File: src/mps_pkg.sv
// Shared types, tables and codes for the MIDI pitch speller pipeline.
package mps_pkg;

    // Configuration register indexes
    localparam logic CFG_KEY_SIG      = 1'b0;
    localparam logic CFG_PREFER_FLATS = 1'b1;

    // Forced accidental codes on the input
    localparam logic [1:0] FORCE_NONE    = 2'd0;
    localparam logic [1:0] FORCE_FLAT    = 2'd1;
    localparam logic [1:0] FORCE_SHARP   = 2'd2;
    localparam logic [1:0] FORCE_NATURAL = 2'd3;

    // Accidental codes on the output
    localparam logic [1:0] ACC_NONE    = 2'd0;
    localparam logic [1:0] ACC_NATURAL = 2'd1;
    localparam logic [1:0] ACC_SHARP   = 2'd2;
    localparam logic [1:0] ACC_FLAT    = 2'd3;

    // Letter numbers used for the octave corrections
    localparam logic [2:0] DEG_C = 3'd0;
    localparam logic [2:0] DEG_B = 3'd6;

    // Bottom line of each staff, in diatonic steps from C0
    localparam int TREBLE_REF = 4 * 7 + 2;
    localparam int BASS_REF   = 2 * 7 + 4;

    // Lowest note on the treble staff
    localparam logic [6:0] TREBLE_LOW = 7'd60;

    // Reciprocal of 12 for a 7-bit note: q = (n * 171) >> 11
    localparam logic [7:0] RECIP12  = 8'd171;
    localparam int         RECIP_SH = 11;

    typedef logic [3:0] t_nib_arr7  [7];
    typedef logic [2:0] t_deg_arr7  [7];
    typedef logic [2:0] t_deg_arr12 [12];

    localparam t_nib_arr7 LETTER_CHROMA = '{4'd0, 4'd2, 4'd4, 4'd5, 4'd7, 4'd9, 4'd11};
    localparam t_deg_arr7 SHARP_SEQ     = '{3'd3, 3'd0, 3'd4, 3'd1, 3'd5, 3'd2, 3'd6};
    localparam t_deg_arr7 FLAT_SEQ      = '{3'd6, 3'd2, 3'd5, 3'd1, 3'd4, 3'd0, 3'd3};
    localparam t_deg_arr12 LETTER_UP    = '{3'd0, 3'd0, 3'd1, 3'd1, 3'd2, 3'd3,
                                            3'd3, 3'd4, 3'd4, 3'd5, 3'd5, 3'd6};
    localparam t_deg_arr12 LETTER_DOWN  = '{3'd0, 3'd1, 3'd1, 3'd2, 3'd2, 3'd3,
                                            3'd4, 3'd4, 3'd5, 3'd5, 3'd6, 3'd6};
    // Bit p set when pitch class p is a black key (1, 3, 6, 8, 10)
    localparam logic [11:0] BLACK_KEY = 12'b0101_0100_1010;

    // Stage 1 to stage 2 payload
    typedef struct packed {
        logic       staff;
        logic [3:0] quot;
        logic [3:0] pc;
        logic [1:0] force_acc;
        logic [6:0] sharp_mask;
        logic [6:0] flat_mask;
        logic       flats;
    } t_s1;

    // Stage 2 to stage 3 payload
    typedef struct packed {
        logic       staff;
        logic [3:0] quot;
        logic [3:0] pc;
        logic [2:0] degree;
        logic [1:0] accidental;
    } t_s2;

    // Pitch class one step up, modulo 12
    function automatic logic [3:0] pc_up(input logic [3:0] pc);
        pc_up = (pc == 4'd11) ? 4'd0 : pc + 4'd1;
    endfunction

    // Pitch class one step down, modulo 12
    function automatic logic [3:0] pc_down(input logic [3:0] pc);
        pc_down = (pc == 4'd0) ? 4'd11 : pc - 4'd1;
    endfunction

endpackage

File: src/midi_pitch_speller.sv
// Top level of the MIDI pitch speller: configuration registers and pipeline control.
// Names one MIDI note per item as a letter (0 C .. 6 B) with an accidental under the
// programmed key signature, picks treble or bass staff, and gives the staff position
// and stem direction. The block takes one item every clock cycle unless the input
// is stalled; the three register stages (note split and key decode, spelling, staff
// placement) hold each item in turn, and the last stage is the output register. A
// stall on the output fills empty stages first, so the input is stalled only once all
// three stages hold items. Configuration writes are always ready and take effect for
// items accepted afterward; write them only while the pipeline is empty. A key
// signature of -8 is stored as -7.
module midi_pitch_speller (
    input  logic              i_clk,
    input  logic              i_rst_n,
    // Input item channel
    input  logic              i_valid,
    output logic              o_stall,
    input  logic [6:0]        i_note_number,
    input  logic [1:0]        i_forced_accidental,
    // Result item channel
    output logic              o_valid,
    input  logic              i_stall,
    output logic              o_staff,
    output logic [2:0]        o_degree,
    output logic [1:0]        o_accidental,
    output logic signed [6:0] o_staff_position,
    output logic              o_stem_down,
    // Configuration write channel
    input  logic              i_cfg_valid,
    output logic              o_cfg_ready,
    input  logic              i_cfg_index,
    input  logic [3:0]        i_cfg_data
);
    import mps_pkg::*;

    logic signed [3:0] r_key_sig;
    logic              r_prefer_flats;
    logic              adv1;
    logic              adv2;
    logic              adv3;
    logic              s1_valid;
    logic              s2_valid;
    t_s1               s1;
    t_s2               s2;

    assign o_cfg_ready = 1'b1;

    // Store configuration, clamping the key signature to -7..+7
    always_ff @(posedge i_clk) begin
        if (!i_rst_n) begin
            r_key_sig      <= 4'sd0;
            r_prefer_flats <= 1'b0;
        end else if (i_cfg_valid && o_cfg_ready) begin
            case (i_cfg_index)
                CFG_KEY_SIG: begin
                    r_key_sig <= (i_cfg_data == 4'b1000) ? -4'sd7 : $signed(i_cfg_data);
                end
                CFG_PREFER_FLATS: begin
                    r_prefer_flats <= i_cfg_data[0];
                end
                default: ;
            endcase
        end
    end

    // Advance a stage when it is empty or the stage after it advances
    assign adv3    = !o_valid || !i_stall;
    assign adv2    = !s2_valid || adv3;
    assign adv1    = !s1_valid || adv2;
    assign o_stall = !adv1;

    mps_split u_split (
        .i_clk               (i_clk),
        .i_rst_n             (i_rst_n),
        .i_adv               (adv1),
        .i_valid             (i_valid),
        .i_note_number       (i_note_number),
        .i_forced_accidental (i_forced_accidental),
        .i_key_sig           (r_key_sig),
        .i_prefer_flats      (r_prefer_flats),
        .o_valid             (s1_valid),
        .o_s1                (s1)
    );

    mps_spell u_spell (
        .i_clk   (i_clk),
        .i_rst_n (i_rst_n),
        .i_adv   (adv2),
        .i_valid (s1_valid),
        .i_s1    (s1),
        .o_valid (s2_valid),
        .o_s2    (s2)
    );

    mps_place u_place (
        .i_clk            (i_clk),
        .i_rst_n          (i_rst_n),
        .i_adv            (adv3),
        .i_valid          (s2_valid),
        .i_s2             (s2),
        .o_valid          (o_valid),
        .o_staff          (o_staff),
        .o_degree         (o_degree),
        .o_accidental     (o_accidental),
        .o_staff_position (o_staff_position),
        .o_stem_down      (o_stem_down)
    );

    // Input stalls only when every stage is full and the output is stalled
    a_stall_full: assert property (@(posedge i_clk) disable iff (!i_rst_n)
        o_stall |-> (o_valid && i_stall && s1_valid && s2_valid))
        else $error("input stalled with room in the pipeline");

    // Treble results sit no lower than B-sharp below middle C allows
    a_treble_range: assert property (@(posedge i_clk) disable iff (!i_rst_n)
        (o_valid && !o_staff) |-> (o_staff_position >= -7'sd3))
        else $error("treble staff position out of range");

    // Bass results sit no higher than C-flat above B3 allows
    a_bass_range: assert property (@(posedge i_clk) disable iff (!i_rst_n)
        (o_valid && o_staff) |-> (o_staff_position <= 7'sd10))
        else $error("bass staff position out of range");

    // A stalled result stays put
    a_out_hold: assert property (@(posedge i_clk) disable iff (!i_rst_n)
        (o_valid && i_stall) |=> (o_valid && $stable(o_degree)
                                  && $stable(o_staff_position)))
        else $error("stalled result changed");

endmodule

File: src/mps_split.sv
// Stage 1: split the note into octave and pitch class, decode the key signature.
module mps_split (
    input  logic              i_clk,
    input  logic              i_rst_n,
    input  logic              i_adv,
    input  logic              i_valid,
    input  logic [6:0]        i_note_number,
    input  logic [1:0]        i_forced_accidental,
    input  logic signed [3:0] i_key_sig,
    input  logic              i_prefer_flats,
    output logic              o_valid,
    output mps_pkg::t_s1      o_s1
);
    import mps_pkg::*;

    logic        r_valid;
    t_s1         r_s1;
    t_s1         n_s1;
    logic [14:0] prod;
    logic [2:0]  key_cnt;

    always_comb begin
        // Divide by 12 through the reciprocal, then take the remainder
        prod           = {8'd0, i_note_number} * {7'd0, RECIP12};
        n_s1.quot      = prod[RECIP_SH +: 4];
        n_s1.pc        = 4'(i_note_number - ({3'd0, n_s1.quot} * 7'd12));
        n_s1.staff     = (i_note_number < TREBLE_LOW);
        n_s1.force_acc = i_forced_accidental;

        // Mark the letters the key alters
        key_cnt = i_key_sig[3] ? 3'(-i_key_sig) : i_key_sig[2:0];
        n_s1.sharp_mask = '0;
        n_s1.flat_mask  = '0;
        for (int i = 0; i < 7; i++) begin
            if (3'(i) < key_cnt) begin
                if (i_key_sig[3]) n_s1.flat_mask[FLAT_SEQ[i]] = 1'b1;
                else              n_s1.sharp_mask[SHARP_SEQ[i]] = 1'b1;
            end
        end
        n_s1.flats = i_key_sig[3] || ((i_key_sig == 4'sd0) && i_prefer_flats);
    end

    // Hold while this stage is full and the next stage is full and stalled
    always_ff @(posedge i_clk) begin
        if (!i_rst_n) begin
            r_valid <= 1'b0;
        end else if (i_adv) begin
            r_valid <= i_valid;
        end
    end

    always_ff @(posedge i_clk) begin
        if (i_adv) begin
            r_s1 <= n_s1;
        end
    end

    assign o_valid = r_valid;
    assign o_s1    = r_s1;

endmodule

File: src/mps_spell.sv
// Stage 2: choose the letter and accidental for the note.
module mps_spell (
    input  logic         i_clk,
    input  logic         i_rst_n,
    input  logic         i_adv,
    input  logic         i_valid,
    input  mps_pkg::t_s1 i_s1,
    output logic         o_valid,
    output mps_pkg::t_s2 o_s2
);
    import mps_pkg::*;

    logic       r_valid;
    t_s2        r_s2;
    t_s2        n_s2;
    logic [3:0] chroma [7];
    logic [6:0] hit;
    logic       found;
    logic [2:0] key_deg;
    logic [2:0] out_deg;
    logic [3:0] nat;
    logic       altered;

    // Altered pitch class of every letter, compared against the note
    always_comb begin
        for (int d = 0; d < 7; d++) begin
            chroma[d] = LETTER_CHROMA[d];
            if (i_s1.sharp_mask[d])     chroma[d] = pc_up(LETTER_CHROMA[d]);
            else if (i_s1.flat_mask[d]) chroma[d] = pc_down(LETTER_CHROMA[d]);
            hit[d] = (chroma[d] == i_s1.pc);
        end
    end

    // Lowest matching letter wins
    always_comb begin
        found   = |hit;
        key_deg = 3'd0;
        for (int d = 6; d >= 0; d--) begin
            if (hit[d]) key_deg = 3'(d);
        end
    end

    // Spell in key where a letter matches, else out of key, then apply any forced accidental
    always_comb begin
        if (BLACK_KEY[i_s1.pc] && i_s1.flats) out_deg = LETTER_DOWN[i_s1.pc];
        else                                   out_deg = LETTER_UP[i_s1.pc];
        nat     = LETTER_CHROMA[out_deg];
        altered = i_s1.sharp_mask[out_deg] | i_s1.flat_mask[out_deg];

        if (found) begin
            n_s2.degree     = key_deg;
            n_s2.accidental = ACC_NONE;
        end else begin
            n_s2.degree = out_deg;
            if (i_s1.pc == nat && altered)      n_s2.accidental = ACC_NATURAL;
            else if (i_s1.pc == pc_up(nat))     n_s2.accidental = ACC_SHARP;
            else if (i_s1.pc == pc_down(nat))   n_s2.accidental = ACC_FLAT;
            else if (i_s1.flats)                n_s2.accidental = ACC_FLAT;
            else                                n_s2.accidental = ACC_SHARP;
        end

        case (i_s1.force_acc)
            FORCE_FLAT: begin
                n_s2.degree     = LETTER_UP[pc_up(i_s1.pc)];
                n_s2.accidental = ACC_FLAT;
            end
            FORCE_SHARP: begin
                n_s2.degree     = LETTER_UP[pc_down(i_s1.pc)];
                n_s2.accidental = ACC_SHARP;
            end
            FORCE_NATURAL: begin
                n_s2.degree     = LETTER_UP[i_s1.pc];
                n_s2.accidental = ACC_NATURAL;
            end
            default: ;
        endcase

        n_s2.staff = i_s1.staff;
        n_s2.quot  = i_s1.quot;
        n_s2.pc    = i_s1.pc;
    end

    always_ff @(posedge i_clk) begin
        if (!i_rst_n) begin
            r_valid <= 1'b0;
        end else if (i_adv) begin
            r_valid <= i_valid;
        end
    end

    always_ff @(posedge i_clk) begin
        if (i_adv) begin
            r_s2 <= n_s2;
        end
    end

    assign o_valid = r_valid;
    assign o_s2    = r_s2;

endmodule

File: src/mps_place.sv
// Stage 3: staff position and stem direction, held in the output register.
module mps_place (
    input  logic              i_clk,
    input  logic              i_rst_n,
    input  logic              i_adv,
    input  logic              i_valid,
    input  mps_pkg::t_s2      i_s2,
    output logic              o_valid,
    output logic              o_staff,
    output logic [2:0]        o_degree,
    output logic [1:0]        o_accidental,
    output logic signed [6:0] o_staff_position,
    output logic              o_stem_down
);
    import mps_pkg::*;

    logic              r_valid;
    logic              r_staff;
    logic [2:0]        r_degree;
    logic [1:0]        r_accidental;
    logic signed [6:0] r_pos;
    logic              r_stem_down;
    logic signed [7:0] oct;
    logic signed [7:0] pos;

    // Octave with the B-sharp and C-flat corrections, then steps above the bottom line
    always_comb begin
        oct = $signed({4'd0, i_s2.quot}) - 8'sd1;
        if (i_s2.degree == DEG_B && i_s2.pc < 4'd2)  oct = oct - 8'sd1;
        if (i_s2.degree == DEG_C && i_s2.pc > 4'd10) oct = oct + 8'sd1;
        pos = (oct <<< 3) - oct + $signed({5'd0, i_s2.degree})
              - (i_s2.staff ? 8'(BASS_REF) : 8'(TREBLE_REF));
    end

    always_ff @(posedge i_clk) begin
        if (!i_rst_n) begin
            r_valid <= 1'b0;
        end else if (i_adv) begin
            r_valid <= i_valid;
        end
    end

    always_ff @(posedge i_clk) begin
        if (i_adv) begin
            r_staff      <= i_s2.staff;
            r_degree     <= i_s2.degree;
            r_accidental <= i_s2.accidental;
            r_pos        <= pos[6:0];
            r_stem_down  <= (pos >= 8'sd4);
        end
    end

    assign o_valid          = r_valid;
    assign o_staff          = r_staff;
    assign o_degree         = r_degree;
    assign o_accidental     = r_accidental;
    assign o_staff_position = r_pos;
    assign o_stem_down      = r_stem_down;

endmodule
File: config.mk
export PLATFORM = sky130hd
export DESIGN_NAME = midi_pitch_speller
export DESIGN_NICKNAME = d
export VERILOG_FILES = /design/src/mps_pkg.sv /design/src/midi_pitch_speller.sv /design/src/mps_split.sv /design/src/mps_spell.sv /design/src/mps_place.sv
export SDC_FILE = /design/constraint.sdc
export NUM_CORES = 1
export LEC_CHECK = 0
export BUFFER_PORTS_ARGS = -buffer_cell sky130_fd_sc_hd__buf_2
export CELL_PAD_IN_SITES_DETAIL_PLACEMENT = 0
export CELL_PAD_IN_SITES_GLOBAL_PLACEMENT = 1
export CORE_MARGIN = 10
export CORE_UTILIZATION = 25
export CTS_CLUSTER_SIZE = 16
export DETAILED_ROUTE_END_ITERATION = 10
export PLACE_DENSITY = 0.53
export RECOVER_POWER = 100
export SYNTH_ARGS = -nofsm -noshare
export SYNTH_HDL_FRONTEND = slang
export SYNTH_SLANG_ARGS = --single-unit
File: constraint.sdc
create_clock -name i_clk -period 6.8 [get_ports i_clk]
set_input_delay 0.68 -clock i_clk [delete_from_list [all_inputs] [get_ports i_clk]]
set_output_delay 0.68 -clock i_clk [all_outputs]
set_load 0.05 [all_outputs]
==> out/metrics.cfg <==
[route]
routed_wl_um = 12500
drc_errors = 0
vias = 4143
ant_nets = 0
viasPerCell = 4.77
drt_iter0_drc = 180
wire_per_inst_um = 14.4
firstDrtPassIters = 4

[cts]
cts_buffer_depth = 2
root_buffer = clkbuf_16
cts.sinks = 63
clk_latency_ns = 0.34
clk_pin_slew_ns = 0.05
numCtsBuffers = 9
htreeDepth = 3
cts_setup_buffers = 0
cts_tree = built
cts_hold_buf = 0
cts_resized = 0

[layout]
final_area_um2 = 6200
mostFrequentLayoutCells = ha_1, inv_1, edfxtp_1
final_util = 0.284
diodes = 0
syn_to_final_growth_pct = 11.9
layout_commonest_cell = ha_1
drive_above_1_share = 0.0883
nFillCells = 2306
final_nets = 683

[synthesis]
async_reset_ff_frac = 0
syn_area_um2 = 5540
synth_enable_flop_cells = 54
yosysUniqueCellTypes = 90
synth_flop_cell = edfxtp_1
ys_seq_area_frac = 0.325
syn_inst = 555
yosys_warnings = 0
synth_seq_cells = 63
syn_avg_cell_area_um2 = 9.98
syn_nets = 654

[critical_path]
end_kind = register
required_ns = 7.01
cp-startpoint = i_note_number[4]
r2r_end = u_spell.o_s2[0]
reg2reg_depth = 14
worstSetupPathType = input port to register
critPathMaxFanout = 7
r2r-start = u_split.o_s1[18]
r2r_slack_ns = 1.53
startpoint_type = input port
worstPathArrival_ns = 6.10

[outcome]
status = finished, violations left
violations = max-capacitance violations, max-slew violations

[grt]
grt_max_degree = 39
antenna_found_initial = 0
grt_pass1_vias = 4157
grt_overflow = 0
grt_pass1_wl_um = 20800
grt_usage = 0.0880

[place]
io_buffers = 34
postPlaceCellArea_um2 = 5930
dp_hpwl_um = 9630
place_congestion = 0.781

[pwr]
power_density_nw_per_um2 = 471
ir_drop_mv = 0.188
power.leakage_nw = 2.58

[sta]
slew_headroom = -0.0840
slew_viol_final = 138
clock_skew_ns = 0.00556
tightest_slew_ns = 1.63
rsz0062_at_grt = no
whs_ns = 0.413
fmax_mhz = 170
setup_violations = 0
min_period_over_period = 0.866
setup_tns_ns = 0
period_minus_slack_ns = 5.89
final_hold_viol_count = 0

[die]
die_width_um = 169
dieArea_um2 = 28500
die_h_um = 169
initial_core_util = 0.254
io_pins = 36
num_rows = 54
core_area_um2 = 21800

[job]
maxCapViolations = 4

[worst_hold_path]
min_path_type = register to register

==> flip-flops by register name, indices dropped and copies added (netlist names), named ones only <==
signal                    count
r_prefer_flats                1
r_key_sig                     4
u_place.o_accidental          2
u_place.o_valid               1
u_spell.o_s2                 14
u_place.o_staff               1
u_place.o_stem_down           1
u_split.o_s1                 26
u_place.o_staff_position      7
u_place.o_degree              3
u_spell.o_valid               1
u_split.o_valid               1
==> Yosys cell counts, types with 4 or more instances <==
cell | count | area (µm²)
a211oi_1 | 5 | 37.5
a21boi_0 | 8 | 60.1
a21oi_1 | 32 | 160
a31oi_1 | 7 | 43.8
and3_1 | 5 | 31.3
buf_2 | 4 | 20.0
buf_6 | 9 | 101
clkbuf_1 | 4 | 15.0
dfxtp_1 | 9 | 180
edfxtp_1 | 54 | 1620
fa_1 | 12 | 240
ha_1 | 68 | 851
inv_1 | 57 | 214
mux2i_1 | 8 | 80.1
nand2_1 | 25 | 93.8
nand3_1 | 12 | 60.1
nand4_1 | 6 | 37.5
nor2_1 | 36 | 135
nor2b_1 | 11 | 68.8
nor3_1 | 17 | 85.1
nor3b_1 | 6 | 45.0
nor4_1 | 4 | 25.0
o211ai_1 | 8 | 60.1
o21a_1 | 4 | 30.0
o21ai_0 | 20 | 100
o21bai_1 | 6 | 45.0
xnor2_1 | 14 | 123
xor2_1 | 10 | 87.6
==> metrics by stage <==
| step | total power [mW] | setup slack, ns | cells |
|---|---|---|---|
| 6_report | 2.92 | 0.913 | 869 |
| 5_1_grt | 3.20 | 0.586 | 869 |
| 3_3_place_gp | 2.39 | 1.02 | 853 |
| 2_1_floorplan | 2.08 | 1.49 | 555 |
| 3_5_place_dp | 2.40 | 0.846 | 853 |
| 4_1_cts | 2.99 | 1.17 | 869 |
==> worst min-delay path by stage <==
stage / from / to / slack [ns] / cells after the start
CTS: u_split.o_s1[22] / u_spell.o_s2[10] / 0.42 / 0
global placement: u_split.o_s1[23] / u_spell.o_s2[11] / 0.40 / 0
finish: u_split.o_s1[22] / u_spell.o_s2[10] / 0.41 / 0
detailed placement: u_split.o_s1[22] / u_spell.o_s2[10] / 0.40 / 0
floorplan: u_spell.o_s2[0] / u_place.o_accidental[0] / 0.40 / 0
global route: u_split.o_s1[24] / u_spell.o_s2[12] / 0.42 / 0
==> routing by layer <==
| metal | GRT usage | share of wire | up-vias |
|---|---|---|---|
| met4 | 0.0314 | 0.012 | 0 |
| met3 | 0.0197 | 0.041 | 11 |
| li1 | - | - | 2100 |
| met1 | 0.119 | 0.51 | 1968 |
| met5 | 0 | 0 | - |
| met2 | 0.134 | 0.44 | 64 |
==> worst max-delay path: stages <==
cell	delay, ns
buf_2	0.13
ha_1	0.33
inv_1	0.07
fa_1	0.51
inv_1	0.06
fa_1	0.50
inv_1	0.05
fa_1	0.49
inv_1	0.05
ha_1	0.19
a21o_1	0.16
a21o_1	0.17
a221oi_1	0.35
o21ai_0	0.40
xor2_1	0.27
ha_1	0.25
xnor2_1	0.13
xnor2_1	0.48
nor3_1	0.09
o211ai_1	0.11
o311a_1	0.21
nand3_1	0.09
o311ai_0	0.33
==> cell type report <==
class	count	area [µm²]	area share
Clock buffer	9	225	0.0363
Sequential cell	63	1800	0.291
Inverter	57	214	0.0345
Multi-Input combinational cell	413	3290	0.531
Clock inverter	7	145	0.0234
Tap cell	280	350	0.0565
Timing Repair Buffer	40	169	0.0272
==> kinds of logic (layout without fill, tap and decap cells) <==
group                      Yosys count  after routing  share of synthesized area
and+or+nand+nor                    159            159                      0.163
AOI/OAI and AO/OA                  134            134                      0.171
adders and majority gates           80             80                      0.197
buffers and inverters               79            113                     0.0713
DFF                                 63             63                      0.325
xor gates and xnor gates            27             27                     0.0492
muxes                               12             12                     0.0226
other                                1              1                   0.000677
==> power by group <==
part / internal, mW / switching [mW]
clock network: 0.396 / 0.168
logic: 0.672 / 1.05
registers: 0.585 / 0.0525
total: 1.65 / 1.27
(Power assumes the default switching activity.)
